==> src/rtl/tcw_pkg.sv <==
// ----------------------------------------------------------------------------
// tcw_pkg: shared definitions for the text console writer
// Geometry, codes, the command word passed from front to back, helpers.
// ----------------------------------------------------------------------------
`default_nettype none

package tcw_pkg;

    localparam int COLUMNS   = 80;
    localparam int ROWS      = 25;
    localparam int CELLS     = COLUMNS * ROWS;
    localparam int ADDR_W    = $clog2(CELLS);
    localparam int COL_W     = $clog2(COLUMNS);
    localparam int ROW_W     = $clog2(ROWS);
    localparam int LAST_BASE = CELLS - COLUMNS;

    // row of a cell index: (index * ROW_RECIP) >> ROW_SHIFT, exact below CELLS
    localparam int ROW_SHIFT  = 17;
    localparam int ROW_RECIP  = ((1 << ROW_SHIFT) + COLUMNS - 1) / COLUMNS;
    localparam int DIV_PROD_W = ROW_SHIFT + ROW_W;

    // port field widths
    localparam int OP_W      = 3;
    localparam int CHAR_W    = 8;
    localparam int POS_W     = 16;
    localparam int CURSOR_W  = 11;
    localparam int COLOR_W   = 4;
    localparam int CELL_W    = 16;
    localparam int IN_DATA_W = 24;
    localparam int OUT_W     = 32;
    localparam int OUT_PAD   = OUT_W - CURSOR_W - 2 * CHAR_W;
    localparam int CFG_IDX_W = 2;

    // short command queue
    localparam int Q_DEPTH   = 2;
    localparam int Q_IDX_W   = 1;
    localparam int Q_CNT_W   = 2;

    localparam logic [CHAR_W-1:0]  CH_LF    = 8'h0A;
    localparam logic [CHAR_W-1:0]  CH_CR    = 8'h0D;
    localparam logic [CHAR_W-1:0]  CH_SPACE = 8'h20;
    localparam logic [COLOR_W-1:0] RESET_FG = 4'hF;
    localparam logic [COLOR_W-1:0] RESET_BG = 4'h0;
    localparam logic [CELL_W-1:0]  RESET_BLANK = {RESET_FG, RESET_BG, CH_SPACE};

    localparam logic [CFG_IDX_W-1:0] REG_FG = 2'd0;
    localparam logic [CFG_IDX_W-1:0] REG_BG = 2'd1;

    typedef enum logic [OP_W-1:0] {
        OP_PUT_CHAR   = 3'd0,
        OP_BACKSPACE  = 3'd1,
        OP_CLEAR      = 3'd2,
        OP_PUT_HEX    = 3'd3,
        OP_SET_CURSOR = 3'd4,
        OP_READ_CELL  = 3'd5
    } op_t;

    typedef enum logic [2:0] {
        K_CHAR  = 3'd0,
        K_BS    = 3'd1,
        K_CLEAR = 3'd2,
        K_SET   = 3'd3,
        K_READ  = 3'd4,
        K_NOP   = 3'd5
    } cmd_kind_t;

    typedef struct packed {
        cmd_kind_t          kind;
        logic [CHAR_W-1:0]  chr0;
        logic [CHAR_W-1:0]  chr1;
        logic               two;   // a second character follows chr0
        logic [ADDR_W-1:0]  pos;   // clamped cell index
    } cmd_t;

    function automatic logic [CHAR_W-1:0] hex_digit(input logic [3:0] v);
        logic [CHAR_W-1:0] d;
        if (v < 4'd10) begin
            d = 8'h30 + {4'h0, v};
        end else begin
            d = 8'h37 + {4'h0, v};
        end
        return d;
    endfunction

endpackage

`default_nettype wire

==> src/rtl/tcw_queue.sv <==
// ----------------------------------------------------------------------------
// tcw_queue: command queue
// Two-entry FIFO between the decode front and the execution back end.
// ----------------------------------------------------------------------------
`default_nettype none

module tcw_queue (
    input  wire            aclk,
    input  wire            aresetn,
    input  wire            push_valid,
    output logic           push_ready,
    input  tcw_pkg::cmd_t  push_cmd,
    output logic           pop_valid,
    input  wire            pop,
    output tcw_pkg::cmd_t  pop_cmd
);
    import tcw_pkg::*;

    cmd_t                entry_reg [Q_DEPTH];
    logic [Q_IDX_W-1:0]  wr_ptr_reg, wr_ptr_next;
    logic [Q_IDX_W-1:0]  rd_ptr_reg, rd_ptr_next;
    logic [Q_CNT_W-1:0]  count_reg, count_next;
    logic                do_push, do_pop;

    assign push_ready = (count_reg != Q_CNT_W'(Q_DEPTH));
    assign pop_valid  = (count_reg != '0);
    assign pop_cmd    = entry_reg[rd_ptr_reg];
    assign do_push    = push_valid && push_ready;
    assign do_pop     = pop && pop_valid;

    always_comb begin
        wr_ptr_next = do_push ? wr_ptr_reg + 1'b1 : wr_ptr_reg;
        rd_ptr_next = do_pop ? rd_ptr_reg + 1'b1 : rd_ptr_reg;
        count_next  = count_reg;
        if (do_push && !do_pop) begin
            count_next = count_reg + 1'b1;
        end else if (do_pop && !do_push) begin
            count_next = count_reg - 1'b1;
        end
    end

    always_ff @(posedge aclk) begin
        if (!aresetn) begin
            wr_ptr_reg <= '0;
            rd_ptr_reg <= '0;
            count_reg  <= '0;
        end else begin
            wr_ptr_reg <= wr_ptr_next;
            rd_ptr_reg <= rd_ptr_next;
            count_reg  <= count_next;
        end
        if (do_push) begin
            entry_reg[wr_ptr_reg] <= push_cmd;
        end
    end

endmodule

`default_nettype wire

==> config.mk <==
export PLATFORM = sky130hd
export DESIGN_NAME = tcw_queue
export DESIGN_NICKNAME = d
export VERILOG_FILES = /design/src/rtl/tcw_pkg.sv /design/src/rtl/tcw_queue.sv
export SDC_FILE = /design/constraint.sdc
export NUM_CORES = 1
export LEC_CHECK = 0
export ABC_AREA = 1
export BUFFER_PORTS_ARGS = -buffer_cell sky130_fd_sc_hd__buf_2
export CORE_UTILIZATION = 38
export DETAILED_ROUTE_END_ITERATION = 10
export GPL_TIMING_DRIVEN = 0
export HOLD_SLACK_MARGIN = 0.03
export PLACE_DENSITY = 0.69
export SKIP_CTS_REPAIR_TIMING = 1
export SYNTH_ARGS = -nofsm -noshare
export SYNTH_HDL_FRONTEND = slang
export SYNTH_SLANG_ARGS = --single-unit
==> constraint.sdc <==
create_clock -name aclk -period 2.7 [get_ports aclk]
set_input_delay 0.135 -clock aclk [delete_from_list [all_inputs] [get_ports aclk]]
set_output_delay 0.135 -clock aclk [all_outputs]
set_load 0.005 [all_outputs]
### Word-level counts from Yosys, hierarchy flattened

Memories as Yosys holds them, arrays and structs flattened. A register that Yosys moved wholly into a read port is not among the register bits.
Cells that the tools add are included.

* bits in registers: 4
* bits in writable memories: 62
* input port bits: 35
* output and inout port bits: 33
* logic and storage cells: 23
* memories: 1

Memories
* entry_reg: depth 2, bits a word 31, read ports 1, clocked after memory_dff 1, write ports 1, RTL line tcw_queue.sv:19 `cmd_t entry_reg [Q_DEPTH];`

* add/subtract/negate cells: 4
* equality and inequality tests: 1
* multiplexer cells: 6
* reductions and logical operators: 8

Operators by type and width (number)
* $logic_and A1 B1 Y1: 4
* $mux W1: 4
* $mux W2: 2
* $reduce_bool A2 Y1: 2
* $add A1 B1 Y1 const B: 2
* $add A2 B1 Y2 const B: 1
* $logic_not A1 Y1: 2
* $ne A2 B2 Y1 const B: 1
* $sub A2 B1 Y2 const B: 1

### Longest topological paths before layout

* depth in word-level cells: 6
* mapped depth: 11
* gate-level depth less buffers: 11

### Worst setup path before layout

OpenSTA, ideal clock, no wires.

* path kind: register to register
* start point: register count_reg[0]
* end point: memory entry_reg[1][0] in the netlist's numbering (enable)
* setup time: 0.419 ns
* arrival: 1.871 ns
* data required time: 2.281 ns
* path slack: 0.410 ns
* cell stages (with the launch flop): 5
* buffers on the path: 0
* clock period less this slack: 2.290 ns
* cells stage by stage: dfxtp_1 inv_2 nand2_2 nand2_1 nor2_1

* cells in the longest elaborated chain, start to end: 4

RTL lines
* start, declared: RTL line tcw_queue.sv:22 `logic [Q_CNT_W-1:0] count_reg, count_next;`
* start signal, assigned: RTL line tcw_queue.sv:50 `count_reg <= count_next;`
* $ne A2 B2 Y1: RTL line tcw_queue.sv:25 `assign push_ready = (count_reg != Q_CNT_W'(Q_DEPTH));`
* via push_ready: RTL line tcw_queue.sv:11 `output logic push_ready,`
* $logic_and A1 B1 Y1: RTL line tcw_queue.sv:28 `assign do_push = push_valid && push_ready;`
* $mux W1: RTL line tcw_queue.sv:52 `if (do_push) begin`
* $mux W1 (implied by the code): RTL line tcw_queue.sv:53 `entry_reg[wr_ptr_reg] <= push_cmd;`
* end, declared: RTL line tcw_queue.sv:19

The timed path passes the listed nets, and every way through them passes these cells.

==> metrics.md <==
| Metric | Value |
|---|---|
| Row count | `29` |
| PortBufs | `67` |
| Core area | `6350 um^2` |
| Die Area | `6873 um^2` |
| Layout Skew | `0.009296 ns` |
| Post-Syn Nets | `169` |
| Die H | `82.91 um` |
| Crit path required time | `2.57 ns` |
| LEAKAGE | `1.359 nW` |
| Routed WL | `4.614 mm` |
| Area after DPL | `2974 um^2` |
| Startpoint types | `register` |
| Post-DRT Antenna Nets | `0` |
| Sw Share | `25.20%` |
| Fin worst setup slack | `1.130 ns` |
| Synth Area per Inst | `18.70 um^2` |
| Worst path max stage delay | `0.43 ns` |
| Finish-stage setup viols | `0` |
| FMAX | `636.8 MHz` |
| N_diodes | `0` |
| CTS tree | `built` |
| Max reg flops | `62` |
| WP buf/inv | `2` |
| Combinational cell fraction of total power | `23.5%` |
| Clk sink count | `67` |
| H-tree depth | `3` |
| Root Buffer | `clkbuf_8` |
| Tightest Hold Check Type | `in -> reg` |
| Commonest cells after routing, fill and taps aside | `buf_2 (67), edfxtp_1 (62), mux2_2 (31), dlygate4sd3_1 (31), clkbuf_8 (10)` |
| Pwr Total | `2.969 mW` |
| Final hold vios | `0` |
| Vias in the first global route | `1442` |
| Placed wire-length estimate | `2.834 mm` |
| Worst skew pair latency | `0.34 ns` |
| Fin crit share | `58.16%` |
| Worst path slowest cell | `dfxtp_1` |
| Fill cell total of the finished layout | `503` |
| P_sw | `0.7479 mW` |
| Crit path cell chain | `buf_6 -> mux2_2 -> buf_2` |
| Register area share after synthesis | `78.87%` |
| DRT iter0 DRCs | `37` |
| Placed cell count | `279` |
| GR Overflow Total | `0` |
| Number of buffers created by CTS | `9` |
| CP arrival | `1.44 ns` |
| Worst setup EP type | `primary output` |
| Clk pwr share | `30.5%` |
| Sequential Power Share | `46.0%` |
| Post-DR wirelength/cell | `14.15 um` |
| Minimum clock period | `1.570 ns` |
| Worst-Margin Slew | `0.3343 ns` |
| Reg area | `1962 um^2` |
| Clk slew on worst S/H paths | `0.07 ns` |
| #FFs+latches synth | `67` |
| RSZ-0062 raised after global routing | `no` |
| Largest net degree at the start of global routing | `25` |
| Worst-case hold slack | `0.05818 ns` |
| Critical Path Fanout Max | `10` |
| Slew HR | `77.66%` |
| Max-slew violations | `0` |
| Synth warn | `0` |
| Max-Cap Viols | `0` |
| Outcome | `finished, final reports clean` |
| I/O pins | `68` |
| Initial antenna violation count | `0` |
| Clock buffer depth | `2` |
| Area grow syn2layout | `40.85%` |
| Peak supply drop | `0.0004367 V` |
| Mapped cell area | `2487 um^2` |
| Finished Layout Cells | `326` |
| Total negative slack | `0 ns` |
| Yosys cell types | `15` |
| Starting Density | `39.17%` |
| Chip width | `82.91 um` |
| Vias | `1500` |
| RePlAce Congestion | `0.6648` |
| Cell family with most CP delay | `flip-flops` |
| Drt first pass iters | `4` |
| CP Class | `reg -> out` |
| Layout cells sized above 1 | `49.00%` |
| Power per cell area | `847.4 nW/um^2` |
| Vias per cell | `4.601` |
| First-pass GRT wire length | `6.644 mm` |
| Area occupied by multi-input gates | `476.7 um^2` |
| Cells after Synth | `133` |
| Most common cell after layout, fill and taps aside | `buf_2` |
| Setup WS pre-CTS | `1.159 ns` |
| Drc violations | `0` |
| Nets | `280` |
| Overall Global Routing Usage | `13.06%` |
| Cell Int Power | `2.221 mW` |
| Util after Layout | `55.17%` |
| Final Instance Area | `3503 um^2` |
[cell families (layout without fill, tap and decap cells)]
logic type,count (synthesis),after routing,synth area share [%]
flops,67,67,78.87
buf+inv,11,127,2.565
compound gates,4,4,0.9054
fa+ha+maj,1,1,0.5029
simple gates,19,19,3.119
mux,31,31,14.03
[worst reg2reg max path: stages, from the launching register on]
cell	delay (ns)
dfxtp_1	0.37
inv_2	0.08
nand2_2	0.06
nand2_1	0.16
nor2_4	0.33
buf_12	0.24
[synth_stat cells (all sizes together)]
master  instances  share of area (%)
o21ai           2               0.40
mux2           31                 14
nand4           1               0.25
o21a            1               0.30
nor2            8                1.2
nand2           9                1.5
buf             3                1.4
a21oi           1               0.20
edfxtp         62                 75
dfxtp           5                4.0
nand3           1               0.20
ha              1               0.50
inv             8                1.2
[layout make-up]
cell class	instances	share of cell area (%)
clock buffer	11	4.036
inverter	8	0.8571
timing repair buffer	100	19.57
multi-input combinational	55	13.61
tap	77	2.750
sequential	67	56.00
clock inverter	5	2.214
buffer	3	0.9643
[power groups by stage]
| stage | sequential, mW | clock (mW) | combinational (mW) |
|---|---|---|---|
| after floorplan | 1.38 | 0 | 0.393 |
| after global placement | 1.39 | 0 | 0.625 |
| after detailed placement | 1.39 | 0 | 0.674 |
| after CTS | 1.37 | 0.928 | 0.678 |
| after global routing | 1.38 | 0.975 | 0.774 |
| final | 1.36 | 0.905 | 0.699 |
[final timing paths]
path	startpoint	endpoint	slack [ns]	cells after the start
max	register	pop_cmd[3]	1.13	3
min reg2reg	rd_ptr_reg$_SDFFE_PN0P_	register	0.53	2
max reg2reg	count_reg[0]$_SDFFE_PN0P_	entry_reg[1][28]$_DFFE_PP_	1.16	5
min	aresetn	count_reg[1]$_SDFFE_PN0P_	0.06	3
[layer usage]
metal	part of all wire [%]	track usage [%]
met5	0	0
met4	2.4	8.464
met3	3.8	3.579
met2	53	22.58
met1	40	14.02
(Power assumes the default switching activity.)
