File: src/rtl/tcw_pkg.sv
// ----------------------------------------------------------------------------
// tcw_pkg: shared definitions for the text console writer
// Geometry, codes, the command word passed from front to back, helpers.
// ----------------------------------------------------------------------------
`default_nettype none

package tcw_pkg;

    localparam int COLUMNS   = 80;
    localparam int ROWS      = 25;
    localparam int CELLS     = COLUMNS * ROWS;
    localparam int ADDR_W    = $clog2(CELLS);
    localparam int COL_W     = $clog2(COLUMNS);
    localparam int ROW_W     = $clog2(ROWS);
    localparam int LAST_BASE = CELLS - COLUMNS;

    // row of a cell index: (index * ROW_RECIP) >> ROW_SHIFT, exact below CELLS
    localparam int ROW_SHIFT  = 17;
    localparam int ROW_RECIP  = ((1 << ROW_SHIFT) + COLUMNS - 1) / COLUMNS;
    localparam int DIV_PROD_W = ROW_SHIFT + ROW_W;

    // port field widths
    localparam int OP_W      = 3;
    localparam int CHAR_W    = 8;
    localparam int POS_W     = 16;
    localparam int CURSOR_W  = 11;
    localparam int COLOR_W   = 4;
    localparam int CELL_W    = 16;
    localparam int IN_DATA_W = 24;
    localparam int OUT_W     = 32;
    localparam int OUT_PAD   = OUT_W - CURSOR_W - 2 * CHAR_W;
    localparam int CFG_IDX_W = 2;

    // short command queue
    localparam int Q_DEPTH   = 2;
    localparam int Q_IDX_W   = 1;
    localparam int Q_CNT_W   = 2;

    localparam logic [CHAR_W-1:0]  CH_LF    = 8'h0A;
    localparam logic [CHAR_W-1:0]  CH_CR    = 8'h0D;
    localparam logic [CHAR_W-1:0]  CH_SPACE = 8'h20;
    localparam logic [COLOR_W-1:0] RESET_FG = 4'hF;
    localparam logic [COLOR_W-1:0] RESET_BG = 4'h0;
    localparam logic [CELL_W-1:0]  RESET_BLANK = {RESET_FG, RESET_BG, CH_SPACE};

    localparam logic [CFG_IDX_W-1:0] REG_FG = 2'd0;
    localparam logic [CFG_IDX_W-1:0] REG_BG = 2'd1;

    typedef enum logic [OP_W-1:0] {
        OP_PUT_CHAR   = 3'd0,
        OP_BACKSPACE  = 3'd1,
        OP_CLEAR      = 3'd2,
        OP_PUT_HEX    = 3'd3,
        OP_SET_CURSOR = 3'd4,
        OP_READ_CELL  = 3'd5
    } op_t;

    typedef enum logic [2:0] {
        K_CHAR  = 3'd0,
        K_BS    = 3'd1,
        K_CLEAR = 3'd2,
        K_SET   = 3'd3,
        K_READ  = 3'd4,
        K_NOP   = 3'd5
    } cmd_kind_t;

    typedef struct packed {
        cmd_kind_t          kind;
        logic [CHAR_W-1:0]  chr0;
        logic [CHAR_W-1:0]  chr1;
        logic               two;   // a second character follows chr0
        logic [ADDR_W-1:0]  pos;   // clamped cell index
    } cmd_t;

    function automatic logic [CHAR_W-1:0] hex_digit(input logic [3:0] v);
        logic [CHAR_W-1:0] d;
        if (v < 4'd10) begin
            d = 8'h30 + {4'h0, v};
        end else begin
            d = 8'h37 + {4'h0, v};
        end
        return d;
    endfunction

endpackage

`default_nettype wire

File: src/rtl/tcw_front.sv
// ----------------------------------------------------------------------------
// tcw_front: input decode stage
// Accepts stream transfers, decodes the operation, clamps the position and
// expands a hex byte into two digit characters.
// ----------------------------------------------------------------------------
`default_nettype none

module tcw_front (
    input  wire                            aclk,
    input  wire                            aresetn,
    input  wire                            init_busy,
    input  wire                            s_tvalid,
    output logic                           s_tready,
    input  wire  [tcw_pkg::IN_DATA_W-1:0]  s_tdata,
    input  wire  [tcw_pkg::OP_W-1:0]       s_tuser,
    output logic                           push_valid,
    input  wire                            push_ready,
    output tcw_pkg::cmd_t                  push_cmd
);
    import tcw_pkg::*;

    logic              valid_reg, valid_next;
    cmd_t              cmd_reg, cmd_next;
    cmd_t              dec;
    logic [CHAR_W-1:0] code;
    logic [POS_W-1:0]  pos;
    logic              accept;

    assign code = s_tdata[CHAR_W-1:0];
    assign pos  = s_tdata[CHAR_W +: POS_W];

    always_comb begin
        dec.chr0 = code;
        dec.chr1 = hex_digit(code[3:0]);
        dec.two  = 1'b0;
        dec.pos  = (pos > POS_W'(CELLS - 1)) ? ADDR_W'(CELLS - 1) : pos[ADDR_W-1:0];
        unique case (s_tuser)
            OP_PUT_CHAR:   dec.kind = K_CHAR;
            OP_BACKSPACE:  dec.kind = K_BS;
            OP_CLEAR:      dec.kind = K_CLEAR;
            OP_PUT_HEX: begin
                dec.kind = K_CHAR;
                dec.chr0 = hex_digit(code[7:4]);
                dec.two  = 1'b1;
            end
            OP_SET_CURSOR: dec.kind = K_SET;
            OP_READ_CELL:  dec.kind = K_READ;
            default:       dec.kind = K_NOP;
        endcase
    end

    assign s_tready   = !init_busy && (!valid_reg || push_ready);
    assign accept     = s_tvalid && s_tready;
    assign push_valid = valid_reg;
    assign push_cmd   = cmd_reg;

    always_comb begin
        valid_next = valid_reg;
        cmd_next   = cmd_reg;
        if (accept) begin
            valid_next = 1'b1;
            cmd_next   = dec;
        end else if (push_ready) begin
            valid_next = 1'b0;
        end
    end

    always_ff @(posedge aclk) begin
        if (!aresetn) begin
            valid_reg <= 1'b0;
        end else begin
            valid_reg <= valid_next;
        end
        cmd_reg <= cmd_next;
    end

endmodule

`default_nettype wire

File: config.mk
export PLATFORM = sky130hd
export DESIGN_NAME = tcw_front
export DESIGN_NICKNAME = d
export VERILOG_FILES = /design/src/rtl/tcw_pkg.sv /design/src/rtl/tcw_front.sv
export SDC_FILE = /design/constraint.sdc
export NUM_CORES = 1
export LEC_CHECK = 0
export ABC_AREA = 1
export BUFFER_PORTS_ARGS = -buffer_cell sky130_fd_sc_hd__buf_2
export CAP_MARGIN = 15
export CORE_MARGIN = 3
export CORE_UTILIZATION = 48
export CTS_BUF_LIST = sky130_fd_sc_hd__clkbuf_8
export CTS_CLUSTER_SIZE = 16
export DETAILED_ROUTE_END_ITERATION = 7
export MAX_ROUTING_LAYER = met4
export PLACE_DENSITY = 0.81
export SYNTH_ARGS = -nofsm -noshare
export SYNTH_HDL_FRONTEND = slang
export SYNTH_SLANG_ARGS = --single-unit
File: constraint.sdc
create_clock -name aclk -period 5.7 [get_ports aclk]
set_clock_uncertainty 0.2 [all_clocks]
set_input_delay 1.14 -clock aclk [delete_from_list [all_inputs] [get_ports aclk]]
set_output_delay 1.14 -clock aclk [all_outputs]
set_load 0.05 [all_outputs]
[Word-level counts from Yosys, hierarchy flattened]
Cells that the tools add are included.
W data, S select, Z words.
Cells by class
  $add $sub $neg: 4
  magnitude comparators: 3
  equal/unequal tests: 5
  multiplexer cells: 7
  reductions and logical operators: 8
Operators by type and width (number)
  $add A6 B4 Y7 const A: 4
  $gt A16 B11 Y1 const B: 1
  $pmux W3 S5: 1
  $mux W7: 2
  $lt A4 B4 Y1 const B: 2
  $mux W8: 1
  $eq A3 B2 Y1 const B: 2
  $eq A3 B3 Y1 const B: 2
  $eq A3 B1 Y1 const B: 1
  $logic_not A3 Y1: 1
  $mux W1: 3
  $logic_and A1 B1 Y1: 2
  $logic_not A1 Y1: 2
  $reduce_bool A2 Y1: 1
  $reduce_or A2 Y1: 1
  $logic_or A1 B1 Y1: 1
Word-level totals
  flip-flop bits (word level): 32
  logic and storage cells: 33

[Depth between registers and ports, before layout]
  depth in word-level cells: 5
  depth in mapped cells: 7
  mapped depth without buffers: 7

[Least setup slack after synthesis]
No wires, ideal clock.
  kind: input-to-reg
  from: input init_busy
  to: register cmd_reg, in the netlist push_cmd[0] (enable)
  library setup time: 0.455 ns
  arrival: 3.283 ns
  data required time: 5.045 ns
  setup slack: 1.762 ns
  cell stages on the path: 1
  cell sequence: nor3_1
Between the ends
  word-level cells in the longest chain between the ends: 3
Ends and longest elaborated chain
  from (decl): line tcw_front.sv:11  | input wire init_busy,
  $logic_not A1 Y1: line tcw_front.sv:52  | assign s_tready = !init_busy && (!valid_reg || push_ready);
  $logic_and A1 B1 Y1: line tcw_front.sv:52
  $logic_and A1 B1 Y1: line tcw_front.sv:53  | assign accept = s_tvalid && s_tready;
  to (signal assigned): line tcw_front.sv:74  | cmd_reg <= cmd_next;
  to (decl): line tcw_front.sv:23  | cmd_t cmd_reg, cmd_next;
No other way between the ends.
A chain may end at the register's enable or synchronous reset.

[Final worst setup path]
  from: input push_ready
  to: output s_tready
Between the ends
  word-level cells in the longest chain between the ends: 2
Ends and longest elaborated chain
  from (decl): line tcw_front.sv:17  | input wire push_ready,
  $logic_or A1 B1 Y1: line tcw_front.sv:52
  $logic_and A1 B1 Y1: line tcw_front.sv:52
  to (decl): line tcw_front.sv:13  | output logic s_tready,
No other way between the ends.

==> summary.md <==
| Metric | Value |
|---|---|
| Setup total negative slack | 0 ns |
| CTS tree | yes |
| Worst hold path class | register to register |
| Pleak | 0.872 nW |
| Worst path max stage delay | 0.21 ns |
| Sink Count | 31 |
| Status | completed |
| Initial antenna violation count | 0 |
| Reg clk slew, reported paths | 0.06 ns |
| GR Util All Layers | 0.164 |
| Largest net degree at the start of global routing | 31 |
| CP max FO | 2 |
| Min Tclk post-route | 3.00 ns |
| Final-report hold violation count | 0 |
| Reg-to-Reg End | push_cmd[22] |
| WHS | 0.375 ns |
| Layout Nets | 238 |
| CTS hold repair buffers | 0 |
| Sequential cell area fraction in the yosys report | 0.633 |
| Post-CTS sizing | 0 |
| # Post-CTS Setup Buffers | 0 |
| Hold Path End | push_valid |
| Mapped Nets | 168 |
| Remaining Overflow, GRT | 0 |
| P&R area growth vs syn | 30.0% |
| Core Region | 2830 sq um |
| Skew-Pair Late Insertion Delay | 0.27 ns |
| Die span in y | 61.0 um |
| Crit-path slowest cell | buf_2 |
| Initial Util | 0.514 |
| GP Congestion | 0.770 |
| Final Setup Violations | 0 |
| Crit path capture type | output port |
| DR vias | 1165 |
| YS warnings | 0 |
| Mapped Cells | 134 |
| R2r worst-path depth | 4 |
| Max Slew Vio Count | 0 |
| Hold_sp | push_valid |
| Root buffer cell | clkbuf_8 |
| DRT antenna net count | 0 |
| Reg2reg start | push_valid |
| Total I/O pin count | 65 |
| DR pass1 iterations | 4 |
| Hpwl dp | 2170 um |
| Number of global-route vias before repair | 1086 |
| Die width | 61.0 um |
| Number of buffers added on ports | 63 |
| Period utilisation layout | 0.527 |
| Share of post-route cells with drive strength above 1 | 0.426 |
| Crit path DAT | 1.66 ns |
| Max Cap Viol | 0 |
| Post-synthesis cell area | 1450 sq um |
| Diode count | 0 |
| Commonest non-fill, non-tap cell in the layout | buf_2 |
| Peak VDD IR | 146 uV |
| Synth cell types | 26 |
| Worst setup SP type | primary input |
| Maximum clock frequency | 333 MHz |
| Crit path kind | primary input to output port |
| Syn_area_per_cell | 10.8 sq um |
| CTS H-Tree Depth | 2 |
| DRC errors left | 0 |
| Bufs on Longest Clock Path | 2 |
| Worst path cell trace | buf_2, nor2_1, nor2_1, buf_2 |
| Die area | 3730 sq um |
| Final Core Density | 0.668 |
| Rows | 19 |
| Hold Crit Depth | 4 |
| Vias per cell | 4.96 |
| Total CTS buffers | 5 |
| FF-to-FF setup slack | 4.26 ns |
| Wirelength per Cell | 12.0 um |
| Commonest cells after routing, fill and taps aside | buf_2, edfxtp_1, nand2_1, inv_1, nor2_1 |
| Global-route wire length before repair | 4240 um |
| Worst EP required | 4.36 ns |
| Final WL | 2830 um |
| RSZ-0062 raised after global routing | no |
| Initial DRC Count | 31 |
| Power Dens Cells | 270 nW/um^2 |
| #FFs+latches synth | 31 |
[metrics by stage]
step / std cells / setup slack [ns] / instance area [sq um] / power [mW]
6_report: 235 / 2.70 / 1890 / 0.511
2_1_floorplan: 134 / 1.76 / 1450 / 0.333
3_5_place_dp: 228 / 2.69 / 1810 / 0.362
5_1_grt: 235 / 2.66 / 1890 / 0.533
4_1_cts: 235 / 2.69 / 1890 / 0.515
3_3_place_gp: 228 / 2.72 / 1810 / 0.359
[Yosys cell counts]
master,n,area [sq um]
edfxtp_1,30,901
nand2_1,24,90.1
inv_1,17,63.8
nor2_1,16,60.1
nand3b_1,8,60.1
inv_2,6,22.5
nand3_1,5,25.0
a21oi_1,3,15.0
nand2_2,3,18.8
o21ai_1,3,15.0
ha_1,2,25.0
nor2_4,2,22.5
xor2_1,2,17.5
a21oi_2,1,8.76
a21oi_4,1,16.3
a22o_1,1,8.76
buf_4,1,7.51
conb_1,1,3.75
dfxtp_1,1,20.0
inv_4,1,6.26
nand3_4,1,17.5
nand4_1,1,6.26
nor2_2,1,6.26
nor3_1,1,5.00
o21ai_0,1,5.00
o22ai_1,1,6.26
[power by group]
| group | switching, mW | internal (mW) | leakage (nW) |
|---|---|---|---|
| registers | 0.00213 | 0.262 | 0.287 |
| logic | 0.0671 | 0.0256 | 0.544 |
| clock network | 0.0737 | 0.0809 | 0.0414 |
| total | 0.143 | 0.368 | 0.872 |
[routing by layer]
| layer | global-route usage | routed length (um) |
|---|---|---|
| met4 | 0.0929 | 47 |
| met2 | 0.290 | 1430 |
| met1 | 0.163 | 1130 |
| met5 | - | 0 |
| met3 | 0.0377 | 226 |
[layout make-up]
| type | count | area [sq um] |
|---|---|---|
| inverters | 24 | 92.6 |
| fillers | 225 | 938 |
| clock inverters | 2 | 8.76 |
| multi-input cells | 78 | 438 |
| clock buffers | 5 | 68.8 |
| well taps | 31 | 38.8 |
| repair buffers | 64 | 323 |
| flip-flops and latches | 31 | 921 |
[state kept, by name, summed over array words and instances, names as in the netlist]
name and cells:
push_cmd 30, push_valid 1
[critical path: cells and delay by family]
| kind | cells | cell delay, ns |
|---|---|---|
| buffers and inverters | 2 | 0.32 |
| and+or+nand+nor | 2 | 0.21 |
[logic make-up after synthesis]
logic type | synth area share
AO/OA/AOI/OAI | 0.0516
AND/OR/NAND/NOR | 0.214
XOR/XNOR | 0.0121
buffers and inverters | 0.0688
other | 0.00258
adder cells (fa/ha/maj) | 0.0172
flip-flops | 0.633
[worst max path at each step]
stage / start / end / slack, ns
2_1_floorplan: init_busy / push_cmd[0] / 1.76
3_3_place_gp: push_ready / s_tready / 2.72
3_5_place_dp: push_ready / s_tready / 2.69
4_1_cts: push_ready / s_tready / 2.69
5_1_grt: push_ready / s_tready / 2.66
6_report: push_ready / s_tready / 2.70
(Power assumes the default switching activity.)
